$ cat src/hdl/bcdac_pkg.sv
// ----------------------------------------------------------------------------
// bcdac_pkg
// Shared types, command and key codes, and digit helpers for the BCD alarm
// clock.
// ----------------------------------------------------------------------------
`default_nettype none

package bcdac_pkg;

  // Transaction command codes
  localparam logic [1:0] CMD_TICK = 2'd0;
  localparam logic [1:0] CMD_KEY  = 2'd1;
  localparam logic [1:0] CMD_LOAD = 2'd2;

  // Key codes
  localparam logic [7:0] KEY_ENTER   = 8'd13;
  localparam logic [7:0] KEY_SPACE   = 8'd32;
  localparam logic [7:0] KEY_ZERO    = 8'd48;
  localparam logic [7:0] KEY_NINE    = 8'd57;
  localparam logic [7:0] KEY_ENABLE  = 8'd97;
  localparam logic [7:0] KEY_SILENCE = 8'd115;

  // Alarm digit slots in entry order
  localparam int unsigned ALM_HOUR_TENS   = 0;
  localparam int unsigned ALM_HOUR_UNITS  = 1;
  localparam int unsigned ALM_MIN_TENS    = 2;
  localparam int unsigned ALM_MIN_UNITS   = 3;

  typedef logic [3:0] digit_t;
  typedef digit_t [3:0] alarm_t;
  typedef logic [6:0] seg_t;

  // Request from the datapath to the alarm controller
  typedef struct packed {
    logic       tick;
    logic       key_en;
    logic [7:0] key;
  } ctrl_req_t;

  // Clock digits after the current transaction
  typedef struct packed {
    logic [1:0] hour_tens;
    logic [3:0] hour_units;
    logic [2:0] minute_tens;
    logic [3:0] minute_units;
    logic [2:0] second_tens;
    logic [3:0] second_units;
  } time_t;

  // Controller state after the current transaction
  typedef struct packed {
    logic   set_mode;
    logic   enable;
    logic   sounding;
    alarm_t alarm;
  } ctrl_stat_t;

  // Active-high seven-segment pattern, bit0 = a .. bit6 = g
  function automatic seg_t seg_of(digit_t d);
    seg_t s;
    unique case (d)
      4'd0:    s = 7'h3F;
      4'd1:    s = 7'h06;
      4'd2:    s = 7'h5B;
      4'd3:    s = 7'h4F;
      4'd4:    s = 7'h66;
      4'd5:    s = 7'h6D;
      4'd6:    s = 7'h7D;
      4'd7:    s = 7'h07;
      4'd8:    s = 7'h7F;
      4'd9:    s = 7'h67;
      default: s = 7'h00;
    endcase
    return s;
  endfunction

  // Clamp an hour to 23 and split into tens (2 bits) and units (4 bits)
  function automatic logic [5:0] split_hours(logic [4:0] v);
    logic [4:0] c;
    logic [1:0] t;
    logic [4:0] r;
    c = (v > 5'd23) ? 5'd23 : v;
    priority if (c >= 5'd20) t = 2'd2;
    else if (c >= 5'd10)     t = 2'd1;
    else                     t = 2'd0;
    r = c - 5'(t) * 5'd10;
    return {t, r[3:0]};
  endfunction

  // Clamp a minute or second to 59 and split into tens (3 bits) and units
  function automatic logic [6:0] split_sixty(logic [5:0] v);
    logic [5:0] c;
    logic [2:0] t;
    logic [5:0] r;
    c = (v > 6'd59) ? 6'd59 : v;
    priority if (c >= 6'd50) t = 3'd5;
    else if (c >= 6'd40)     t = 3'd4;
    else if (c >= 6'd30)     t = 3'd3;
    else if (c >= 6'd20)     t = 3'd2;
    else if (c >= 6'd10)     t = 3'd1;
    else                     t = 3'd0;
    r = c - 6'(t) * 6'd10;
    return {t, r[3:0]};
  endfunction

endpackage

`default_nettype wire

$ cat src/hdl/bcdac_digit_cell.sv
// ----------------------------------------------------------------------------
// bcdac_digit_cell
// One BCD counter digit of the time chain: increments on carry in, wraps at
// its modulus and hands a carry to the next digit.
// ----------------------------------------------------------------------------
`default_nettype none

module bcdac_digit_cell #(
  parameter int unsigned Width   = 4,
  parameter int unsigned Modulus = 10
) (
  input  wire logic             clk_i,
  input  wire logic             rst_ni,
  input  wire logic             inc_i,
  input  wire logic             load_i,
  input  wire logic [Width-1:0] load_val_i,
  input  wire logic             clr_i,
  output logic      [Width-1:0] step_o,
  output logic      [Width-1:0] digit_d_o,
  output logic                  carry_o
);

  logic [Width-1:0] digit_q, digit_d;
  logic [Width:0]   sum;
  logic             wrap;

  // Increment and detect the wrap point
  assign sum     = {1'b0, digit_q} + (Width+1)'(1);
  assign wrap    = (sum >= (Width+1)'(Modulus));
  assign carry_o = inc_i && wrap;

  always_comb begin
    if (!inc_i) begin
      step_o = digit_q;
    end else if (wrap) begin
      step_o = '0;
    end else begin
      step_o = sum[Width-1:0];
    end
  end

  // Load beats clear beats step
  always_comb begin
    priority if (load_i) begin
      digit_d = load_val_i;
    end else if (clr_i) begin
      digit_d = '0;
    end else begin
      digit_d = step_o;
    end
  end

  assign digit_d_o = digit_d;

  always_ff @(posedge clk_i or negedge rst_ni) begin
    if (!rst_ni) begin
      digit_q <= '0;
    end else begin
      digit_q <= digit_d;
    end
  end

endmodule

`default_nettype wire

$ cat src/hdl/bcdac_alarm_ctrl.sv
// ----------------------------------------------------------------------------
// bcdac_alarm_ctrl
// Alarm register, set-mode digit entry, enable and ringing latch.
// ----------------------------------------------------------------------------
`default_nettype none

module bcdac_alarm_ctrl (
  input  wire logic                  clk_i,
  input  wire logic                  rst_ni,
  input  wire bcdac_pkg::ctrl_req_t  req_i,
  input  wire bcdac_pkg::time_t      time_i,
  output bcdac_pkg::ctrl_stat_t      stat_o
);

  bcdac_pkg::alarm_t alarm_q, alarm_d;
  logic [1:0]        entry_q, entry_d;
  logic              set_mode_q, set_mode_d;
  logic              enable_q, enable_d;
  logic              ringing_q, ringing_d;
  logic              is_digit;
  logic              match;

  assign is_digit = (req_i.key >= bcdac_pkg::KEY_ZERO) &&
                    (req_i.key <= bcdac_pkg::KEY_NINE);

  // Compare the advanced time against the alarm at seconds zero
  assign match = (time_i.second_units == 4'd0) && (time_i.second_tens == 3'd0) &&
                 (time_i.minute_units == alarm_q[bcdac_pkg::ALM_MIN_UNITS]) &&
                 ({1'b0, time_i.minute_tens} == alarm_q[bcdac_pkg::ALM_MIN_TENS]) &&
                 (time_i.hour_units == alarm_q[bcdac_pkg::ALM_HOUR_UNITS]) &&
                 ({2'b00, time_i.hour_tens} == alarm_q[bcdac_pkg::ALM_HOUR_TENS]);

  // Decode keys and latch ringing
  always_comb begin
    alarm_d    = alarm_q;
    entry_d    = entry_q;
    set_mode_d = set_mode_q;
    enable_d   = enable_q;
    ringing_d  = ringing_q;
    if (req_i.tick) begin
      if (enable_q && match) begin
        ringing_d = 1'b1;
      end
    end else if (req_i.key_en) begin
      priority if (req_i.key == bcdac_pkg::KEY_SPACE) begin
        set_mode_d = 1'b1;
        entry_d    = 2'd0;
      end else if (req_i.key == bcdac_pkg::KEY_ENTER) begin
        set_mode_d = 1'b0;
      end else if (req_i.key == bcdac_pkg::KEY_ENABLE) begin
        enable_d = !enable_q;
      end else if (req_i.key == bcdac_pkg::KEY_SILENCE) begin
        ringing_d = 1'b0;
      end else if (set_mode_q && is_digit) begin
        alarm_d[entry_q] = 4'(req_i.key - bcdac_pkg::KEY_ZERO);
        entry_d          = entry_q + 2'd1;
      end
    end
  end

  assign stat_o.set_mode = set_mode_d;
  assign stat_o.enable   = enable_d;
  assign stat_o.sounding = enable_d && ringing_d;
  assign stat_o.alarm    = alarm_d;

  always_ff @(posedge clk_i or negedge rst_ni) begin
    if (!rst_ni) begin
      alarm_q    <= {4'd0, 4'd0, 4'd2, 4'd1};
      entry_q    <= 2'd0;
      set_mode_q <= 1'b0;
      enable_q   <= 1'b0;
      ringing_q  <= 1'b0;
    end else begin
      alarm_q    <= alarm_d;
      entry_q    <= entry_d;
      set_mode_q <= set_mode_d;
      enable_q   <= enable_d;
      ringing_q  <= ringing_d;
    end
  end

  // Ringing only starts on a tick transaction
  a_ring_on_tick: assert property (@(posedge clk_i) disable iff (!rst_ni)
    $rose(ringing_q) |-> $past(req_i.tick))
    else $error("ringing latched without a tick");

  // Alarm digits change only through digit entry in set mode
  a_alarm_in_set: assert property (@(posedge clk_i) disable iff (!rst_ni)
    (alarm_q != $past(alarm_q)) |-> ($past(set_mode_q) && $past(req_i.key_en)))
    else $error("alarm digits changed outside set mode");

  // Entry position moves only on key transactions
  a_entry_on_key: assert property (@(posedge clk_i) disable iff (!rst_ni)
    (entry_q != $past(entry_q)) |-> $past(req_i.key_en))
    else $error("entry position moved without a key");

endmodule

`default_nettype wire

$ cat src/hdl/bcd_alarm_clock_24h_unit.sv
// ----------------------------------------------------------------------------
// bcd_alarm_clock_24h_unit
// 24-hour BCD alarm clock with seven-segment outputs.
// ----------------------------------------------------------------------------
// One transaction is accepted every cycle and its result appears in the output
// register in the next cycle; the input is stalled only while that register
// holds a result the consumer has not yet taken. A tick ripples its carry
// through the chain of six digit cells (seconds, minutes, hours) within that
// cycle, and the alarm compare and the segment decode follow in the same
// cycle, so the carry chain sets the clock period and not the throughput.
`default_nettype none

module bcd_alarm_clock_24h_unit (
  input  wire logic       clk_i,
  input  wire logic       rst_ni,
  input  wire logic       valid_i,
  output logic            stall_o,
  input  wire logic [1:0] cmd_i,
  input  wire logic [7:0] key_i,
  input  wire logic [4:0] load_hours_i,
  input  wire logic [5:0] load_minutes_i,
  input  wire logic [5:0] load_seconds_i,
  output logic            valid_o,
  input  wire logic       stall_i,
  output logic      [6:0] seg_hour_tens_o,
  output logic      [6:0] seg_hour_units_o,
  output logic      [6:0] seg_minute_tens_o,
  output logic      [6:0] seg_minute_units_o,
  output logic      [6:0] seg_second_tens_o,
  output logic      [6:0] seg_second_units_o,
  output logic            setting_alarm_o,
  output logic            alarm_on_o,
  output logic            alarm_sounding_o
);

  logic accept;
  logic tick, load;
  logic out_valid_q;

  logic [5:0] hour_split;
  logic [6:0] min_split, sec_split;

  logic c_su, c_st, c_mu, c_mt, c_hu;
  logic hour_clr;
  logic [1:0] ht_step;
  logic [3:0] hu_step;

  bcdac_pkg::time_t      time_d;
  bcdac_pkg::ctrl_req_t  req;
  bcdac_pkg::ctrl_stat_t stat;

  bcdac_pkg::seg_t seg_ht_q, seg_hu_q, seg_mt_q, seg_mu_q, seg_st_q, seg_su_q;
  logic            set_q, on_q, snd_q;

  // Accept when the output register is free or being drained
  assign stall_o = out_valid_q && stall_i;
  assign accept  = valid_i && !stall_o;
  assign tick    = accept && (cmd_i == bcdac_pkg::CMD_TICK);
  assign load    = accept && (cmd_i == bcdac_pkg::CMD_LOAD);

  assign hour_split = bcdac_pkg::split_hours(load_hours_i);
  assign min_split  = bcdac_pkg::split_sixty(load_minutes_i);
  assign sec_split  = bcdac_pkg::split_sixty(load_seconds_i);

  // Chain of digit cells, seconds units first
  bcdac_digit_cell #(.Width(4), .Modulus(10)) u_sec_units (
    .clk_i, .rst_ni, .inc_i(tick), .load_i(load), .load_val_i(sec_split[3:0]),
    .clr_i(1'b0), .step_o(), .digit_d_o(time_d.second_units), .carry_o(c_su)
  );

  bcdac_digit_cell #(.Width(3), .Modulus(6)) u_sec_tens (
    .clk_i, .rst_ni, .inc_i(c_su), .load_i(load), .load_val_i(sec_split[6:4]),
    .clr_i(1'b0), .step_o(), .digit_d_o(time_d.second_tens), .carry_o(c_st)
  );

  bcdac_digit_cell #(.Width(4), .Modulus(10)) u_min_units (
    .clk_i, .rst_ni, .inc_i(c_st), .load_i(load), .load_val_i(min_split[3:0]),
    .clr_i(1'b0), .step_o(), .digit_d_o(time_d.minute_units), .carry_o(c_mu)
  );

  bcdac_digit_cell #(.Width(3), .Modulus(6)) u_min_tens (
    .clk_i, .rst_ni, .inc_i(c_mu), .load_i(load), .load_val_i(min_split[6:4]),
    .clr_i(1'b0), .step_o(), .digit_d_o(time_d.minute_tens), .carry_o(c_mt)
  );

  bcdac_digit_cell #(.Width(4), .Modulus(10)) u_hour_units (
    .clk_i, .rst_ni, .inc_i(c_mt), .load_i(load), .load_val_i(hour_split[3:0]),
    .clr_i(hour_clr), .step_o(hu_step), .digit_d_o(time_d.hour_units),
    .carry_o(c_hu)
  );

  bcdac_digit_cell #(.Width(2), .Modulus(4)) u_hour_tens (
    .clk_i, .rst_ni, .inc_i(c_hu), .load_i(load), .load_val_i(hour_split[5:4]),
    .clr_i(hour_clr), .step_o(ht_step), .digit_d_o(time_d.hour_tens),
    .carry_o()
  );

  // Wrap the hour pair from 23 to 00 on an hour carry
  assign hour_clr = c_mt && (ht_step == 2'd2) && (hu_step == 4'd4);

  // Alarm controller sees the time after the carry
  assign req.tick   = tick;
  assign req.key_en = accept && (cmd_i == bcdac_pkg::CMD_KEY);
  assign req.key    = key_i;

  bcdac_alarm_ctrl u_ctrl (
    .clk_i, .rst_ni, .req_i(req), .time_i(time_d), .stat_o(stat)
  );

  // Hold the result until it is taken
  always_ff @(posedge clk_i or negedge rst_ni) begin
    if (!rst_ni) begin
      out_valid_q <= 1'b0;
    end else if (accept) begin
      out_valid_q <= 1'b1;
    end else if (!stall_i) begin
      out_valid_q <= 1'b0;
    end
  end

  // Result payload, shows the alarm time in set mode
  always_ff @(posedge clk_i) begin
    if (accept) begin
      if (stat.set_mode) begin
        seg_ht_q <= bcdac_pkg::seg_of(stat.alarm[bcdac_pkg::ALM_HOUR_TENS]);
        seg_hu_q <= bcdac_pkg::seg_of(stat.alarm[bcdac_pkg::ALM_HOUR_UNITS]);
        seg_mt_q <= bcdac_pkg::seg_of(stat.alarm[bcdac_pkg::ALM_MIN_TENS]);
        seg_mu_q <= bcdac_pkg::seg_of(stat.alarm[bcdac_pkg::ALM_MIN_UNITS]);
        seg_st_q <= bcdac_pkg::seg_of(4'd0);
        seg_su_q <= bcdac_pkg::seg_of(4'd0);
      end else begin
        seg_ht_q <= bcdac_pkg::seg_of({2'b00, time_d.hour_tens});
        seg_hu_q <= bcdac_pkg::seg_of(time_d.hour_units);
        seg_mt_q <= bcdac_pkg::seg_of({1'b0, time_d.minute_tens});
        seg_mu_q <= bcdac_pkg::seg_of(time_d.minute_units);
        seg_st_q <= bcdac_pkg::seg_of({1'b0, time_d.second_tens});
        seg_su_q <= bcdac_pkg::seg_of(time_d.second_units);
      end
      set_q <= stat.set_mode;
      on_q  <= stat.enable;
      snd_q <= stat.sounding;
    end
  end

  assign valid_o            = out_valid_q;
  assign seg_hour_tens_o    = seg_ht_q;
  assign seg_hour_units_o   = seg_hu_q;
  assign seg_minute_tens_o  = seg_mt_q;
  assign seg_minute_units_o = seg_mu_q;
  assign seg_second_tens_o  = seg_st_q;
  assign seg_second_units_o = seg_su_q;
  assign setting_alarm_o    = set_q;
  assign alarm_on_o         = on_q;
  assign alarm_sounding_o   = snd_q;

endmodule

`default_nettype wire
$ cat config.mk
export PLATFORM = sky130hd
export DESIGN_NAME = bcd_alarm_clock_24h_unit
export DESIGN_NICKNAME = d
export VERILOG_FILES = /design/src/hdl/bcdac_pkg.sv /design/src/hdl/bcdac_digit_cell.sv /design/src/hdl/bcdac_alarm_ctrl.sv /design/src/hdl/bcd_alarm_clock_24h_unit.sv
export SDC_FILE = /design/constraint.sdc
export NUM_CORES = 1
export LEC_CHECK = 0
export BUFFER_PORTS_ARGS = -buffer_cell sky130_fd_sc_hd__buf_4
export CAP_MARGIN = 5
export CORE_MARGIN = 2
export CORE_UTILIZATION = 35
export CTS_BUF_LIST = sky130_fd_sc_hd__clkbuf_16
export DETAILED_ROUTE_END_ITERATION = 8
export PLACE_DENSITY = 0.64
export SYNTH_ARGS = -nofsm -noshare
export SYNTH_HDL_FRONTEND = slang
export SYNTH_SLANG_ARGS = --single-unit
$ cat constraint.sdc
create_clock -name clk_i -period 7.7 [get_ports clk_i]
set_input_delay 1.925 -clock clk_i [delete_from_list [all_inputs] [get_ports clk_i]]
set_output_delay 1.925 -clock clk_i [all_outputs]
set_load 0.01 [all_outputs]
==> impl_results.md <==
* Hold WC Path Type: flop to flop
* Clock tree from TritonCTS: yes
* Input/output buffers at 77
* Multi-input gate area at 4000 um^2
* Floorplan core area at roughly 19000 um^2
* Placement Rows at 50
* Area Overhead vs Synth at 16.3%
* Number of DRC violations after detailed routing at 0
* Count of final setup violators at 0
* Via count of the first global-routing pass at about 5600
* Number of nets produced by synthesis at 850
* Beginning of the worst hold path: u_ctrl.ringing_q
* Detailed-router iteration count before antenna repair at 6
* Number of DRC markers after the initial detailed-route iteration at roughly 360
* Worst-skew pair later-pin latency at around 0.36 ns
* Sink of the worst hold path: u_ctrl.ringing_q
* ANT nets after route at 0
* R2r setup slk at ~3.3 ns
* Sum of net half-perimeters after detailed placement at between 10000 and 15000 um
* Source of the worst register-to-register timing path: u_sec_units.digit_q[0]
* Leak Pwr at roughly 0.0034 uW
* Placed cell count at 1039
* Register bit total from synthesis at 87
* Antenna violations before repair at 0
* Critical register-to-register path endpoint: seg_hour_units_o[3]
* Cell at the root of the clock tree: sky130_fd_sc_hd__clkbuf_16
* Antenna Diode Count at 0
* Fillers at 1877
* Synth top area cells: sky130_fd_sc_hd__edfxtp_1 (20%), sky130_fd_sc_hd__dfrtp_1 (15%), sky130_fd_sc_hd__ha_1 (13%), sky130_fd_sc_hd__mux2i_1 (4.6%), sky130_fd_sc_hd__nand2_1 (4.0%)
* TritonCTS buffer count at 9
* Capturing element type of the critical path: flop
* Post-Route Setup TNS at 0 ns
* Largest net degree at the start of global routing at between 40 and 50
* Drt total wl at approximately 17000 um
* Number of clock sinks at 87
* Max-slew headroom at 0.430
* Routed wire per std cell at 16.1 um
* CTS clk-pin slew, worst paths at 0.07 ns
* Post-synth ARST share at 0.483
* Library cells used by synthesis at 73
* Setup repair after global routing missed its margin: false
* Maximum buffer depth of the clock tree at 2
* Vias post-DR at about 5800
* Cell area after synthesis at between 6000 and 7000 um^2
* Final max-slew violation count at 0
* Placer congestion estimate at roughly 0.9
* Instance count of the mapped netlist at 747
* Number of enable flip-flop cells after synthesis at 45
* Required time of the critical path at 7.91 ns
* Post-synthesis average cell area at 9.02 um^2
* Highest Clock Rate at roughly 180 MHz
* Filler-free cell count of the finished design at ~1100
* Total power per unit cell area at 233 nW/um^2
* Storage cell area at around 2400 um^2
* Starting Density at 0.359
* Horizontal die dimension at 143 um
* Period utilization at 0.710
* Largest fanout of any net on the critical path at 8
* Global-route wire length before repair at 28200 um
* Worst slew pin tran at around 0.85 ns
* Dominant cell type by area after synthesis: sky130_fd_sc_hd__edfxtp_1
* Overall die area at just over 20000 um^2
* Max capacitance violation total at 0
* GRT Util Overall at 0.175
* Sequential element share of the synthesized area at 0.357
* Fraction of layout instances using a drive strength above 1 at 0.155
* Worst R2R Path Depth at 12
* Number of buffers inserted by hold repair at cts at 0
* Data arrival at the endpoint of the critical path at roughly 5.7 ns
* Remaining Overflow, GRT at 0
* PostCTS Resize Cnt at 0
* Floorplan die height at 143 um
* Fin. Hold Viols at 0
* I/O pin cnt at ~80
* Post-detailed-route via-to-cell ratio at approximately 5.5
* Maximum ir drop on the vdd rail at about 110 uV
* Max Clock Skew at between 0.01 and 0.015 ns
* Result of the run: completed
* Worst Setup Start Kind: input port
* Most common flop cell mapped by yosys: sky130_fd_sc_hd__edfxtp_1
* Min-Delay Path Depth at 2
* Nets at between 900 and 1000
* Final critical delay including setup and external delays at 5.46 ns
* Area share of the leading cell type in the synthesized netlist at 0.201
* Buffer count from post-CTS setup fixing at 0
* H-tree depth reported by CTS at 3
* Path type of the worst setup path: input port to flop
* Count of synthesis-stage warnings from yosys at 0
## power by group
group          switching [uW]  leakage (uW)  internal [uW]
logic                     489       0.00242            312
clock network             199      0.000134            219
registers                67.3      0.000846            538
## synth_stat cells, drive strengths merged, types with 7 or more instances
cell	number
nand2b	12
nor4	7
o22ai	7
edfxtp	45
nand2	72
mux2	8
mux2i	31
dfrtp	40
a211oi	16
a21o	7
a31oi	11
nand3	20
a21oi	44
and2	9
xnor2	7
inv	64
o211ai	8
nor2	57
nor3	14
or4	7
ha	69
clkbuf	22
o21a	7
o21ai	52
nor2b	12
## cell type report
| type | instances | area share |
|---|---|---|
| clock buffers | 9 | 0.0287 |
| clock inverters | 7 | 0.00607 |
| inverters | 64 | 0.0307 |
| multi-input cells | 570 | 0.510 |
| flip-flops and latches | 87 | 0.307 |
| well taps | 234 | 0.0374 |
| repair buffers | 84 | 0.0805 |
## flip-flops by register name, indices dropped and copies added, names as in the netlist, 7 cells and up
signal and cells:
seg_minute_units_o 7, seg_minute_tens_o 7, seg_second_tens_o 7, seg_second_units_o 7, seg_hour_units_o 7, u_ctrl.alarm_q 16, seg_hour_tens_o 7
## how the worst max path moves through the flow
stage                      start                  end  depth (start not counted)
2_1_floorplan            valid_i  seg_hour_units_o[3]                         13
3_3_place_gp   load_seconds_i[1]     alarm_sounding_o                         17
3_5_place_dp   load_seconds_i[1]     alarm_sounding_o                         17
4_1_cts        load_seconds_i[1]     alarm_sounding_o                         17
5_1_grt        load_seconds_i[1]     alarm_sounding_o                         17
6_report       load_seconds_i[1]     alarm_sounding_o                         17
## stage by stage
stage | hold WS [ns] | instance area [um^2] | util | power, uW | worst slack, ns
finish | 0.495 | 7840 | 0.418 | 1820 | 2.24
global route | 0.528 | 7840 | 0.418 | 1990 | 1.97
CTS | 0.486 | 7840 | 0.418 | 1830 | 2.27
detailed placement | 0.456 | 7560 | 0.403 | 1410 | 1.90
global placement | 0.456 | 7560 | 0.403 | 1400 | 2.04
floorplan | 0.432 | 6740 | - | 1200 | 1.84
## kinds of logic (layout without fill, tap and decap cells)
family | Yosys count | count (layout) | synth area share
AND/OR/NAND/NOR | 241 | 241 | 0.178
multiplexers | 39 | 39 | 0.0594
flip-flops | 87 | 87 | 0.357
AO/OA/AOI/OAI | 207 | 207 | 0.203
adder cells (fa/ha/maj) | 72 | 72 | 0.137
XOR/XNOR | 11 | 11 | 0.0143
buffers and inverters | 90 | 164 | 0.0513
## cells in the final DEF (no fill, tap or decap), drive strengths merged, types with 8 or more instances in the layout
| master | n |
|---|---|
| nand2b | 12 |
| buf | 84 |
| nor2 | 57 |
| o21ai | 52 |
| ha | 69 |
| a211oi | 16 |
| edfxtp | 45 |
| and2 | 9 |
| dfrtp | 40 |
| clkbuf | 9 |
| nor2b | 12 |
| nand2 | 72 |
| a31oi | 11 |
| a21oi | 44 |
| mux2 | 8 |
| mux2i | 31 |
| o211ai | 8 |
| nand3 | 20 |
| nor3 | 14 |
| inv | 66 |
## per-layer routing
layer  up-vias  routed length [um]  global-route usage
li1       2849                   -                   -
met1      2762                8060               0.234
met2       130                7800               0.283
met3        25                 774              0.0406
met4         0                 332              0.0479
met5         -                   0                   0
## worst max-delay path: stages
cell and delay (ns):
sky130_fd_sc_hd__buf_4 0.13, sky130_fd_sc_hd__nand2b_1 0.15, sky130_fd_sc_hd__or3_1 0.31, sky130_fd_sc_hd__o211ai_1 0.10
sky130_fd_sc_hd__o21ai_0 0.15, sky130_fd_sc_hd__ha_1 0.30, sky130_fd_sc_hd__inv_1 0.03, sky130_fd_sc_hd__a221oi_1 0.29
sky130_fd_sc_hd__a21oi_1 0.19, sky130_fd_sc_hd__inv_1 0.18, sky130_fd_sc_hd__ha_1 0.24, sky130_fd_sc_hd__o2111ai_1 0.21
sky130_fd_sc_hd__a2111oi_0 0.44, sky130_fd_sc_hd__o2111ai_1 0.19, sky130_fd_sc_hd__a2111oi_2 0.46, sky130_fd_sc_hd__o2111ai_1 0.20
sky130_fd_sc_hd__a21boi_1 0.19
(Power assumes the default switching activity.)
